## src/hdl/gbso_pkg.sv

```systemverilog
// Package for the greedy-by-size offset planner.
// Holds field widths, table entry and gap accumulator types, op codes and FSM states.
// No dependencies.
package gbso_pkg;

  localparam int unsigned MAX_BUFFERS = 64;
  localparam int unsigned ID_W        = 16;
  localparam int unsigned NODE_W      = 16;
  localparam int unsigned SIZE_W      = 32;
  localparam int unsigned OFF_W       = 38;
  localparam int unsigned ACC_W       = OFF_W + 1;

  localparam logic [1:0] OP_RECORD = 2'd0;
  localparam logic [1:0] OP_REMOVE = 2'd1;
  localparam logic [1:0] OP_PLAN   = 2'd2;
  localparam logic [1:0] OP_SPARE  = 2'd3;

  typedef struct packed {
    logic [ID_W-1:0]   id;
    logic [NODE_W-1:0] first;
    logic [NODE_W-1:0] last;
    logic [SIZE_W-1:0] size;
  } entry_t;

  // One placed neighbour as seen against the buffer being placed.
  typedef struct packed {
    logic [NODE_W-1:0] cur_first;
    logic [NODE_W-1:0] cur_last;
    logic [SIZE_W-1:0] cur_size;
    logic [NODE_W-1:0] nb_first;
    logic [NODE_W-1:0] nb_last;
    logic [SIZE_W-1:0] nb_size;
    logic [OFF_W-1:0]  nb_off;
  } gap_in_t;

  // Running state of the gap search over placed buffers.
  typedef struct packed {
    logic [ACC_W-1:0] prev;
    logic [ACC_W-1:0] best;
    logic [ACC_W-1:0] smallest;
    logic             found;
  } gap_acc_t;

  typedef enum logic [4:0] {
    ST_IDLE,
    ST_LK_RD,
    ST_LK_CHK,
    ST_LK_DONE,
    ST_SEL_RD,
    ST_SEL_CHK,
    ST_SEL_END,
    ST_PL_RDP,
    ST_PL_RDE,
    ST_PL_CHK,
    ST_PL_END,
    ST_IN_RDP,
    ST_IN_RDO,
    ST_IN_CHK,
    ST_OUT_RDO,
    ST_OUT_RDE,
    ST_OUT_LOAD
  } state_e;

endpackage

```

## src/hdl/gbso_order_cmp.sv

```systemverilog
// Placement order compare: descending size, ties by ascending id.
// Depends on gbso_pkg.
module gbso_order_cmp (
  input  gbso_pkg::entry_t a_i,
  input  gbso_pkg::entry_t b_i,
  output logic             a_first_o
);

  always_comb begin
    if (a_i.size != b_i.size) begin
      a_first_o = (a_i.size > b_i.size);
    end else begin
      a_first_o = (a_i.id < b_i.id);
    end
  end

endmodule

```

## config.mk

```make
export PLATFORM = sky130hd
export DESIGN_NAME = gbso_order_cmp
export DESIGN_NICKNAME = d
export VERILOG_FILES = /design/src/hdl/gbso_pkg.sv /design/src/hdl/gbso_order_cmp.sv
export SDC_FILE = /design/constraint.sdc
export NUM_CORES = 1
export LEC_CHECK = 0
export BUFFER_PORTS_ARGS = -buffer_cell sky130_fd_sc_hd__buf_2
export CAP_MARGIN = 0
export CORE_ASPECT_RATIO = 0.7
export CORE_MARGIN = 4
export CORE_UTILIZATION = 30
export DETAILED_ROUTE_END_ITERATION = 10
export PLACE_DENSITY_LB_ADDON = 0.08
export SLEW_MARGIN = 20
export SYNTH_ARGS = -nofsm -noshare
export SYNTH_HDL_FRONTEND = slang
export SYNTH_SLANG_ARGS = --single-unit
```

## constraint.sdc

```tcl
create_clock -name vclk -period 4.1
set_clock_uncertainty 0.2 [all_clocks]
set_input_delay 0.205 -clock vclk [all_inputs]
set_output_delay 0.205 -clock vclk [all_outputs]
set_load 0.005 [all_outputs]
```

==> results of run 1 <==
## cell usage in the layout (no fill, tap or decap), drive strengths merged
master    n
buf      97
inv      49
ha       47
a21oi    16
nand4     7
nand2     7
nor3      5
a21o      5
o21ai     5
a211oi    3
o2111ai   2
nor2      2
nand3     2
a41oi     2
and4      1
or3b      1
a2111oi   1
o31ai     1
nand2b    1
or3       1
a221oi    1
o221ai    1
nor2b     1
o211ai    1
## Yosys cell counts (all sizes together)
library cell   n  area share
o221ai         1      0.0073
nor2b          1      0.0052
and4           1      0.0073
or3b           1      0.0073
a21oi         16       0.070
a2111oi        1       0.023
nor2           2      0.0063
nand3          2      0.0084
nand2          7       0.022
a21o           5       0.032
a221oi         1      0.0073
o21ai          5       0.021
inv           49        0.15
a41oi          2       0.021
nand2b         1      0.0052
ha            47        0.49
o211ai         1      0.0063
a211oi         3       0.019
o2111ai        2       0.015
nor3           5       0.021
or3            1      0.0052
nand4          7       0.037
o31ai          1       0.010
## per-layer routing
layer,GRT usage,share of wire
met5,0,0
met4,0,0
met3,0.0258,0.094
met2,0.154,0.36
met1,0.171,0.54
## layout make-up
class,instances,area share
inverters,49,0.105
repair buffers,97,0.278
multi-input cells,113,0.581
well taps,50,0.0358
## stage by stage
stage	worst slack [ns]	util	power, W
final	1.89	0.476	0.000150
after global routing	1.65	0.476	0.000177
after CTS	1.86	0.476	0.000152
after detailed placement	1.87	0.476	0.000151
after global placement	1.86	0.476	0.000152
after floorplan	2.23	-	0.0000869
## cell families after synthesis
| family | after synthesis |
|---|---|
| AO/OA/AOI/OAI | 38 |
| adder cells (fa/ha/maj) | 47 |
| buffers and inverters | 49 |
| AND/OR/NAND/NOR | 28 |
## power groups by stage
stage	Sequential, W	Combinational [W]	Clock, W
3_3_place_gp	0	0.000152	0
5_1_grt	0	0.000177	0
3_5_place_dp	0	0.000151	0
6_report	0	0.000150	0
2_1_floorplan	0	0.0000869	0
4_1_cts	0	0.000152	0
## how the worst max path moves through the flow
| stage | start | end | slack, ns | cells after the start |
|---|---|---|---|---|
| floorplan | b_i[29] | a_first_o | 2.23 | 8 |
| global placement | a_i[7] | a_first_o | 1.86 | 9 |
| detailed placement | a_i[7] | a_first_o | 1.87 | 9 |
| CTS | a_i[7] | a_first_o | 1.86 | 9 |
| global route | b_i[30] | a_first_o | 1.65 | 10 |
| finish | a_i[7] | a_first_o | 1.89 | 9 |
## critical path: stages
cell and delay, ns:
buf_2 0.10, ha_1 0.31, a21oi_1 0.14, o21ai_1 0.08
a221oi_1 0.29, o221ai_1 0.18, a211oi_1 0.31, a41oi_2 0.05
buf_2 0.15
==> flow_summary.json, run 1 <==
{
  "ys_warn_count": 0,
  "num-clock-buffers": 0,
  "drt_iter0_drc": 24,
  "critPathMaxFanout": 3,
  "place.gp.congestion": 0.733,
  "antenna_found_initial": 0,
  "cts_setup_buffers": 0,
  "yosys.area_share.adder": 0.491,
  "worst_pin_slew_ns": 0.300,
  "num_antenna_cells": 0,
  "num_io_pins": 161,
  "gr-usage-all-layers": 0.108,
  "grt_pass1_wl_um": 4810,
  "min_from": "a_i[79]",
  "synthDistinctLibCells": 27,
  "drive_gt1_frac": 0.394,
  "multiInputGateArea_um2": 1010,
  "synth_top_family_by_area": "adder cells",
  "drc_errors": 0,
  "relSlewSlack": 0.799,
  "fin_crit_ns": 2.21,
  "wirelength_um": 2980,
  "dpl_cell_area_um2": 1750,
  "chipWidth_um": 83.6,
  "seqPwrFrac": 0,
  "rsz0062_at_grt": "no",
  "hold-path-endpoint": "a_first_o",
  "nFillCells": 382,
  "dr.pass1.iters": 4,
  "yosys.area_share.xor_xnor": 0,
  "ant_nets": 0,
  "hold_viol_final": 0,
  "ir_worst_vdd_uv": 36.1,
  "crit_required_ns": 3.69,
  "start_util": 0.327,
  "hold_path_class": "in -> out",
  "nFlopsAndLatches": 0,
  "end_kind": "output pin",
  "area.growth.synth_to_final_pct": 45.7,
  "p_int_w": 0.0000819,
  "fin_hold_ws_ns": 0.795,
  "grt_overflow": 0,
  "muxShareOfSynthArea": 0,
  "placementRows": 18,
  "p_switching_w": 0.0000678,
  "combPwrFrac": 1.000,
  "maxCapViolCount": 0,
  "hold_buffers": 0,
  "fin_area_um2": 1750,
  "status": "completed",
  "coreArea_um2": 3670,
  "max_freq_mhz": 452,
  "syn_avg_cell_area_um2": 7.40,
  "critical_path_class": "in -> out",
  "vias_per_cell": 4.22,
  "grt_pass1_vias": 1161,
  "fin_crit_sh": 0.539,
  "port_buffers": 97,
  "syn_inst": 162,
  "synthesis.nets": 369,
  "wl_per_cell_um": 9.63,
  "synth-seq-area-share": 0,
  "p_per_area_nw_per_um2": 85.7,
  "yosys.area_share.simple": 0.124,
  "p_leak_nw": 1.14,
  "die_area_um2": 5090,
  "layout.cells.non_filler": 309,
  "post_cts_resized": 0,
  "hold_path_depth": 6,
  "setup-tns-final_ns": 0,
  "syn_area_um2": 1200,
  "dp_cells": 309,
  "final_nets": 468,
  "maxSlewViolCount": 0,
  "finalSetupViolations": 0,
  "dp_hpwl_um": 2860,
  "vias": 1305,
  "worstSetupStartpointType": "primary input",
  "die_h_um": 60.9,
  "grt_max_degree": 4,
  "p_sw_frac": 0.453,
  "register_area_um2": 0,
  "synth_compound_area_frac": 0.232,
  "arrival_ns": 1.81,
  "pwr-share-clk": 0
}
Power figures use the tool's default switching activity.
==> run 2, diff against run 1 <==
==> constraint.sdc (replaced) <==
create_clock -name vclk -period 2.2
set_clock_uncertainty 0.2 [all_clocks]
set_input_delay 0.11 -clock vclk [all_inputs]
set_output_delay 0.11 -clock vclk [all_outputs]
set_load 0.005 [all_outputs]
==> run 2 against run 1 <==
Global-route usage is 0.62 points higher. Die area stayed put. Wire length is 1.4% higher. Hold slack worse by 0.20 ns. Combinational power is 87% higher. First-iteration DRC count is 21% lower. Final cell count stayed put. Critical path depth stayed put. Sequential cell count stayed put. Via count is 0.77% lower.
==> flow_summary.json, run 2 (synthesis gave the netlist of run 1 again) <==
{
  "nFlopsAndLatches": 0,
  "maxSlewViolCount": 0,
  "max_freq_mhz": 495,
  "end_kind": "output pin",
  "setup-tns-final_ns": 0,
  "dp_cells": 309,
  "dr.pass1.iters": 3,
  "crit_required_ns": 1.89,
  "relSlewSlack": 0.810,
  "layout_commonest_cell": "buf_2",
  "wl_per_cell_um": 9.77,
  "rsz0062_at_grt": "no",
  "fin_crit_sh": 0.918,
  "grt_max_degree": 4,
  "placementRows": 18,
  "num_io_pins": 161,
  "vias": 1295,
  "layout_common_cells": "buf_2 (97), inv_1 (49), ha_1 (47)",
  "num_antenna_cells": 0,
  "start_util": 0.327,
  "ant_nets": 0,
  "register_area_um2": 0,
  "grt_pass1_wl_um": 5110,
  "ir_worst_vdd_uv": 64.5,
  "status": "completed",
  "cts_setup_buffers": 0,
  "dp_hpwl_um": 2930,
  "grt_overflow": 0,
  "final_nets": 468,
  "antenna_found_initial": 0,
  "hold_viol_final": 0,
  "area.growth.synth_to_final_pct": 46.6,
  "wirelength_um": 3020,
  "maxCapViolCount": 0,
  "chipWidth_um": 83.6,
  "worst_pin_slew_ns": 0.283,
  "hold_path_class": "in -> out",
  "coreArea_um2": 3670,
  "drc_errors": 0,
  "port_buffers": 97,
  "die_area_um2": 5090,
  "arrival_ns": 1.71,
  "drive_gt1_frac": 0.402,
  "critPathMaxFanout": 3,
  "finalSetupViolations": 0,
  "drt_iter0_drc": 19,
  "gr-usage-all-layers": 0.114,
  "num-clock-buffers": 0,
  "critical_path_class": "in -> out",
  "place.gp.congestion": 0.752,
  "grt_pass1_vias": 1260,
  "layout.cells.non_filler": 309,
  "fin_hold_ws_ns": 0.594,
  "fin_crit_ns": 2.02,
  "p_per_area_nw_per_um2": 159,
  "die_h_um": 60.9,
  "post-route-util": 0.479,
  "worstSetupStartpointType": "primary input",
  "p_leak_nw": 1.14,
  "vias_per_cell": 4.19,
  "p_total_w": 0.000280
}
## run 2: cell counts in the layout (fill, tap and decap cells not counted)
No cell type changed its count.
## run 2: critical path, stage by stage
cell and delay [ns]:
buf_2 0.10, ha_1 0.32, a21oi_1 0.14, o21ai_1 0.09
a221oi_1 0.29, o221ai_1 0.16, a211oi_1 0.30, a41oi_2 0.05
buf_2 0.15
## run 2: layout make-up
type               instances  area [um^2]
fillers                  394         1910
multi-input cells        113         1020
repair buffers            97          485
inverters                 49          184
well taps                 50         62.6
## run 2: final timing paths
| check | slack, ns | depth (start not counted) | from | endpoint |
|---|---|---|---|---|
| worst min-delay path | 0.59 | 6 | a_i[79] | a_first_o |
| worst max-delay path | 0.18 | 9 | a_i[7] | a_first_o |
## run 2: routing by layer
layer  wire length [um]  share of wire  track usage  vias up
met2               1100           0.36        0.172       49
met3                299          0.099       0.0299        0
met1               1620           0.54        0.173      483
li1                   -              -            -      763
met4                  0              0            0        0
met5                  0              0            0        -
## run 2: timing repair
action                     CTS  global route
hold buffers                 0             0
gates resized for setup      0             2
setup endpoints to repair    0             1
## run 2: power breakdown
group,total [W],switching [W],internal [W]
Sequential,0,0,0
Clock,0,0,0
Combinational,0.000280,0.000127,0.000153
## run 2: per-stage QoR
stage	setup slack, ns	cell area (um^2)
floorplan	0.516	1200
global placement	0.145	1750
detailed placement	0.123	1750
CTS	0.110	1750
global route	0.00239	1760
finish	0.180	1760
