===== src/hdl/gbso_pkg.sv =====
// Package for the greedy-by-size offset planner.
// Holds field widths, table entry and gap accumulator types, op codes and FSM states.
// No dependencies.
package gbso_pkg;

  localparam int unsigned MAX_BUFFERS = 64;
  localparam int unsigned ID_W        = 16;
  localparam int unsigned NODE_W      = 16;
  localparam int unsigned SIZE_W      = 32;
  localparam int unsigned OFF_W       = 38;
  localparam int unsigned ACC_W       = OFF_W + 1;

  localparam logic [1:0] OP_RECORD = 2'd0;
  localparam logic [1:0] OP_REMOVE = 2'd1;
  localparam logic [1:0] OP_PLAN   = 2'd2;
  localparam logic [1:0] OP_SPARE  = 2'd3;

  typedef struct packed {
    logic [ID_W-1:0]   id;
    logic [NODE_W-1:0] first;
    logic [NODE_W-1:0] last;
    logic [SIZE_W-1:0] size;
  } entry_t;

  // One placed neighbour as seen against the buffer being placed.
  typedef struct packed {
    logic [NODE_W-1:0] cur_first;
    logic [NODE_W-1:0] cur_last;
    logic [SIZE_W-1:0] cur_size;
    logic [NODE_W-1:0] nb_first;
    logic [NODE_W-1:0] nb_last;
    logic [SIZE_W-1:0] nb_size;
    logic [OFF_W-1:0]  nb_off;
  } gap_in_t;

  // Running state of the gap search over placed buffers.
  typedef struct packed {
    logic [ACC_W-1:0] prev;
    logic [ACC_W-1:0] best;
    logic [ACC_W-1:0] smallest;
    logic             found;
  } gap_acc_t;

  typedef enum logic [4:0] {
    ST_IDLE,
    ST_LK_RD,
    ST_LK_CHK,
    ST_LK_DONE,
    ST_SEL_RD,
    ST_SEL_CHK,
    ST_SEL_END,
    ST_PL_RDP,
    ST_PL_RDE,
    ST_PL_CHK,
    ST_PL_END,
    ST_IN_RDP,
    ST_IN_RDO,
    ST_IN_CHK,
    ST_OUT_RDO,
    ST_OUT_RDE,
    ST_OUT_LOAD
  } state_e;

endpackage


===== src/hdl/gbso_gap_unit.sv =====
// Shared gap step: folds one placed neighbour into the gap search.
// Depends on gbso_pkg.
module gbso_gap_unit (
  input  gbso_pkg::gap_in_t  nb_i,
  input  gbso_pkg::gap_acc_t acc_i,
  output gbso_pkg::gap_acc_t acc_o
);

  logic [gbso_pkg::NODE_W-1:0] lo;
  logic [gbso_pkg::NODE_W-1:0] hi;
  logic [gbso_pkg::ACC_W-1:0]  aoff;
  logic [gbso_pkg::ACC_W-1:0]  gap;
  logic [gbso_pkg::ACC_W-1:0]  top;
  logic [gbso_pkg::ACC_W-1:0]  need;

  always_comb begin
    lo   = (nb_i.cur_first > nb_i.nb_first) ? nb_i.cur_first : nb_i.nb_first;
    hi   = (nb_i.cur_last < nb_i.nb_last) ? nb_i.cur_last : nb_i.nb_last;
    aoff = {1'b0, nb_i.nb_off};
    gap  = aoff - acc_i.prev;
    need = {{(gbso_pkg::ACC_W-gbso_pkg::SIZE_W){1'b0}}, nb_i.cur_size};
    top  = aoff + {{(gbso_pkg::ACC_W-gbso_pkg::SIZE_W){1'b0}}, nb_i.nb_size};
    acc_o = acc_i;
    // skip neighbours whose lives do not overlap
    if (lo <= hi) begin
      if (aoff > acc_i.prev && gap >= need && (!acc_i.found || gap < acc_i.smallest)) begin
        acc_o.smallest = gap;
        acc_o.best     = acc_i.prev;
        acc_o.found    = 1'b1;
      end
      if (top > acc_i.prev) begin
        acc_o.prev = top;
      end
    end
  end

endmodule

===== config.mk =====
export PLATFORM = sky130hd
export DESIGN_NAME = gbso_gap_unit
export DESIGN_NICKNAME = d
export VERILOG_FILES = /design/src/hdl/gbso_pkg.sv /design/src/hdl/gbso_gap_unit.sv
export SDC_FILE = /design/constraint.sdc
export NUM_CORES = 1
export LEC_CHECK = 0
export BUFFER_PORTS_ARGS = -buffer_cell sky130_fd_sc_hd__buf_2
export CORE_AREA = 2 2 157 159
export DETAILED_ROUTE_END_ITERATION = 6
export DIE_AREA = 0 0 159 161
export PLACE_DENSITY = 0.69
export SLEW_MARGIN = 20
export SYNTH_ARGS = -nofsm -noshare
export SYNTH_HDL_FRONTEND = slang
export SYNTH_SLANG_ARGS = --single-unit

===== constraint.sdc =====
create_clock -name vclk -period 8.2
set_input_delay 1.23 -clock vclk [all_inputs]
set_output_delay 1.23 -clock vclk [all_outputs]
set_load 0.02 [all_outputs]

==> impl_metrics.tcl, run 1 <==
set metrics [dict create \
    rsz0062_at_grt "no" \
    grt_usage 0.2626 \
    drv_cap 0 \
    num_vias 11039 \
    globalRouteOverflowTotal 0 \
    die-area_um2 25600 \
    die_w_um 159 \
    hp-class "input port to primary output" \
    synth.avg_cell_area_um2 7.433 \
    dp.cells 2010 \
    ys.warnings.count 0 \
    grt_pass1_vias 10857 \
    drt-vias-per-instance 5.470 \
    slew_violations 0 \
    worstPathRequired_ns 6.97 \
    drt_iter0_drc 569 \
    hold_viol 0 \
    numPortBuffers 402 \
    n_fill_cell 2492 \
    ys_seq_area_frac 0 \
    status "finished clean" \
    max_slew_margin 0.4568 \
    initial_core_util 0.4014 \
    ff_latch_area_um2 0 \
    nFlopsAndLatches 0 \
    worst_pin_slew_ns 0.7943 \
    drt-wirelength-per-cell_um 17.78 \
    cp.arrival_ns 6.64 \
    syn_area_um2 9618 \
    powerDensity_nw_per_um2 101.5 \
    nets 2201 \
    antenna_found_initial 7 \
    place_ws_ns 0.06730 \
    finalNonFillerCells 2018 \
    final.setup.worst_slack_ns 0.3319 \
    gp_congestion 0.9613 \
    synthDistinctLibCells 64 \
    cp_max_fo 21 \
    areaGrowthSynthToFinish_pct 25.98 \
    rows 57 \
    drc_errors 0 \
    fmax_mhz 127.1 \
    timing.final.crit_share 0.9595 \
    holdPathStages 3 \
    multi_input_area_um2 8860 \
    ios 402 \
    drive_above_1_share 0.3171 \
    die_h_um 161 \
    drtPass1Iterations 5 \
    ctsHoldBuffers 0 \
    grt_start_max_net_pins 41 \
    worstSetupStartpointType "input port" \
    dpl.hpwl_um 32460 \
    setup_viol 0 \
    vdd_drop_max_mv 0.04525 \
    end_kind "primary output" \
    nClkBuffers 0 \
    syn_nets 1806 \
    ant_nets 0 \
    grt_pass1_wl_um 55430 \
    wl_um 35880 \
    coreArea_um2 23960 \
    fin_crit_ns 7.868 \
    synthCells 1294 \
    crit_type "input port to primary output" \
    p_leak_nw 6.723 \
]
[logic make-up (layout without fill, tap and decap cells)]
logic type      after synthesis  in the layout  share of synthesized area
simple gates                306            306                     0.1569
xor+xnor                     66             66                    0.06010
buf+inv                     196            589                    0.08391
other cells                   0              7                          0
compound gates              385            385                     0.2586
fa+ha+maj                   228            228                     0.2982
mux                         113            113                     0.1423
[Yosys cell counts, types with 7 or more instances]
master	number	area [um^2]
o31ai_1	8	60.06
o21ai_0	68	340.3
a21oi_1	105	525.5
mux2_1	8	90.09
mux2_2	54	608.1
o22ai_1	33	206.5
and2_1	9	56.30
nand2b_1	15	93.84
mux2i_1	19	190.2
a211oi_1	11	82.58
xor2_1	20	175.2
and3_1	10	62.56
xnor2_1	46	402.9
nor2b_1	19	118.9
inv_1	165	619.3
a21o_1	55	412.9
nand4_1	30	187.7
clkbuf_1	17	63.81
o21bai_1	12	90.09
nor4_1	7	43.79
a31oi_1	8	50.05
nor3_1	15	75.07
o211ai_1	10	75.07
ha_1	226	2828
o21a_1	27	202.7
a2111oi_0	7	61.31
mux2_4	32	480.5
buf_6	8	90.09
nand2_1	93	349.1
nand3_1	22	110.1
nor2_1	63	236.5
[layer usage]
metal | wire, um | global-route usage | vias to the layer above
met5 | 0 | 0 | -
met4 | 706 | 0.04793 | 0
met3 | 1903 | 0.02234 | 36
met2 | 17790 | 0.4968 | 393
met1 | 15490 | 0.3264 | 5080
li1 | - | - | 5530
[critical path: stages]
cell       delay (ns)
buf_2            0.11
inv_1            0.07
ha_1             0.37
nand2_1          0.15
o21bai_1         0.23
a211oi_1         0.39
nor2_1           0.12
o21ai_0          0.39
a21o_1           0.18
a21oi_1          0.08
xnor2_1          0.15
buf_4            0.16
ha_1             0.28
nand4_1          0.11
nor2_1           0.19
o21ai_0          0.13
a21oi_1          0.17
o21ai_0          0.10
buf_4            0.14
a2111oi_0        0.53
nor4b_2          0.10
or3b_4           0.30
o31a_1           0.18
buf_4            0.28
mux2_4           0.32
buf_2            0.16
[power by group]
group / total, W / internal (W) / switching, W
Clock: 0.000000000114 / 0.000000000114 / 0
Combinational: 0.00123 / 0.000529 / 0.000701
Sequential: 0 / 0 / 0
Total: 0.00123 / 0.000529 / 0.000701
[cell usage in the layout, fill, tap and decap left out, drive strengths merged, types with 5 or more instances in the layout]
| master | synthesis | final |
|---|---|---|
| inv | 165 | 165 |
| o21bai | 12 | 12 |
| o211ai | 10 | 10 |
| o21a | 27 | 27 |
| or2 | 6 | 6 |
| nand2 | 93 | 93 |
| o21ai | 73 | 73 |
| ha | 226 | 226 |
| diode | 0 | 7 |
| nor3 | 15 | 15 |
| a21oi | 106 | 106 |
| a2111oi | 8 | 8 |
| nand4 | 30 | 30 |
| buf | 14 | 424 |
| and3 | 11 | 11 |
| nor2 | 63 | 63 |
| a21o | 55 | 55 |
| nor4 | 7 | 7 |
| mux2 | 94 | 94 |
| xnor2 | 46 | 46 |
| xor2 | 20 | 20 |
| nor2b | 19 | 19 |
| and2 | 9 | 9 |
| a31oi | 8 | 8 |
| a211oi | 11 | 11 |
| nand3 | 22 | 22 |
| nand2b | 15 | 15 |
| o22ai | 33 | 33 |
| o31ai | 9 | 9 |
| mux2i | 19 | 19 |
| or3 | 5 | 5 |
[area by class of cell]
class / count / area share
Timing Repair Buffer: 424 / 0.1828
Multi-Input combinational cell: 1098 / 0.7312
Antenna cell: 7 / 0.001446
Tap cell: 324 / 0.03346
Inverter: 165 / 0.05112
[stage by stage]
stage	area [um^2]	utilization	hold WS (ns)	power, W	TNS, ns
finish	12120	0.5056	2.782	0.001230	0
global route	12110	0.5053	2.801	0.001359	0
CTS	12070	0.5039	2.785	0.001226	0
detailed placement	12070	0.5039	2.785	0.001219	0
global placement	12070	0.5039	2.778	0.001205	-0.06146
floorplan	9618	-	2.619	0.0008321	0
[worst paths after layout]
kind	start	endpoint
hold / removal	acc_i[78]	acc_o[78]
setup / recovery	acc_i[82]	acc_o[17]
[repair_timing]
item,CTS,global route
setup buffers,0,1
endpoints found under the setup margin,0,79
hold endpoints to repair,0,0
resized for setup,0,6
Power figures use the tool's default switching activity.
==> run 2: changes to the inputs <==
--- a/config.mk
+++ b/config.mk
@@ -5,11 +5,11 @@
 export SDC_FILE = /design/constraint.sdc
 export NUM_CORES = 1
 export LEC_CHECK = 0
+export ABC_AREA = 1
 export BUFFER_PORTS_ARGS = -buffer_cell sky130_fd_sc_hd__buf_2
-export CORE_AREA = 2 2 157 159
+export CORE_ASPECT_RATIO = 1.4
+export CORE_UTILIZATION = 35
 export DETAILED_ROUTE_END_ITERATION = 6
-export DIE_AREA = 0 0 159 161
-export PLACE_DENSITY = 0.69
 export SLEW_MARGIN = 20
 export SYNTH_ARGS = -nofsm -noshare
 export SYNTH_HDL_FRONTEND = slang
==> impl_metrics.tcl, run 2 <==
set metrics [dict create \
    max_slew_margin 0.2040 \
    grt_pass1_vias 14289 \
    nClkBuffers 0 \
    powerDensity_nw_per_um2 101.0 \
    worstPathRequired_ns 6.97 \
    initial_core_util 0.3544 \
    grt_pass1_wl_um 72040 \
    antenna_found_initial 2 \
    synth.avg_cell_area_um2 5.473 \
    ys.warnings.count 0 \
    setup_viol 0 \
    numPortBuffers 402 \
    synth_most_common_cell "nand2_1" \
    finalNonFillerCells 2760 \
    synth.top_cell.area_share 0.2598 \
    drt-wirelength-per-cell_um 17.53 \
    drv_cap 0 \
    drtPass1Iterations 5 \
    die-area_um2 31820 \
    syn_area_um2 10890 \
    coreArea_um2 30710 \
    yosys.area.top_type "ha_1" \
    nFlopsAndLatches 0 \
    cp_max_fo 37 \
    ant_nets 0 \
    drt_iter0_drc 707 \
    drt-vias-per-instance 5.293 \
    dpl.hpwl_um 43290 \
    dp.cells 2758 \
    grt_usage 0.2924 \
    crit_type "input port to primary output" \
    timing.final.crit_share 0.9182 \
    num_vias 14608 \
    nets 2882 \
    grt_start_max_net_pins 65 \
    final_area_um2 13410 \
    wl_um 48400 \
    layout_common_cells "nand2_1 (617), buf_2 (402), inv_1 (331)" \
    n_fill_cell 3534 \
    drive_above_1_share 0.1862 \
    ios 402 \
    synthDistinctLibCells 43 \
    ctsHoldBuffers 0 \
    die_h_um 210.7 \
    end_kind "primary output" \
    globalRouteOverflowTotal 0 \
    cp.arrival_ns 6.30 \
    gp_congestion 1.032 \
    p_leak_nw 8.045 \
    drc_errors 0 \
    hp-class "input port to primary output" \
    die_w_um 151.0 \
    ctsResizeCount 0 \
    ys_seq_area_frac 0 \
    whs_ns 2.764 \
    setup_tns_ns 0 \
    placed_area_um2 13400 \
    synthCells 1989 \
    worst_pin_slew_ns 1.183 \
    hold_viol 0 \
    syn_nets 2501 \
    rsz0062_at_grt "no" \
    vdd_drop_max_mv 0.04353 \
    slew_violations 0 \
    areaGrowthSynthToFinish_pct 23.17 \
    final_util 0.4365 \
    status "finished clean" \
    fin_crit_ns 7.529 \
    ff_latch_area_um2 0 \
    final_common_cell "nand2_1" \
    netlist_top_cells_count "nand2_1 (618), inv_1 (331), ha_1 (226)" \
    worstSetupStartpointType "input port" \
    rows 76 \
    fmax_mhz 132.8 \
    cts_setup_buffers 0 \
    synthTopCellsByArea "ha_1 (26%), nand2_1 (21%), inv_1 (11%)" \
]
[run 2: through the flow]
stage	total power, W	setup slack (ns)
6_report	0.001355	0.6708
5_1_grt	0.001501	0.3822
4_1_cts	0.001349	0.8169
3_5_place_dp	0.001344	0.8362
3_3_place_gp	0.001329	0.8042
2_1_floorplan	0.0008738	2.024
[run 2: where the power goes]
| group | internal (W) | leakage (nW) | switching (W) |
|---|---|---|---|
| registers | 0 | 0 | 0 |
| clock network | 0.0000000000326 | 0.0000127 | 0 |
| logic | 0.000469 | 8.05 | 0.000886 |
| total | 0.000469 | 8.05 | 0.000886 |
[run 2: final cells by class]
class / count / area (um^2) / area share
antenna: 2 / 5.005 / 0.0003733
timing repair buffer: 424 / 2215 / 0.1652
tap: 390 / 488.0 / 0.03639
inverter: 334 / 1254 / 0.09350
multi-input combinational: 1610 / 9447 / 0.7046
[run 2: cell families after synthesis]
logic type,Yosys count,synth area share
and+or+nand+nor,970,0.3760
buffers and inverters,379,0.1343
AOI/OAI and AO/OA,351,0.1772
adders and majority gates,228,0.2634
xor gates and xnor gates,61,0.04908
[run 2: worst paths after layout]
check	from	endpoint	slack, ns	cells past startpoint
setup / recovery	nb_i[26]	acc_o[109]	0.67	20
hold / removal	acc_i[65]	acc_o[65]	2.76	4
[run 2: layer usage]
| metal | vias up | track usage | wire [um] |
|---|---|---|---|
| met5 | - | 0 | 0 |
| met4 | 0 | 0.1421 | 2696 |
| met3 | 113 | 0.01749 | 2588 |
| met2 | 544 | 0.5530 | 24340 |
| met1 | 6617 | 0.3242 | 18770 |
| li1 | 7334 | - | - |
[run 2: worst max-delay path, cell delays in order]
cell,delay (ns)
buf_2,0.13
ha_1,0.41
nand2_1,0.11
nor2_1,0.25
inv_1,0.10
nor4_1,0.96
nand3_1,0.58
a31oi_1,0.39
ha_1,0.30
nand2_1,0.07
inv_1,0.07
a221oi_1,0.29
o21ai_0,0.16
a21oi_1,0.14
o211ai_1,0.10
nand2_1,0.11
clkinv_1,0.06
buf_4,0.25
o21ai_0,0.35
buf_2,0.24
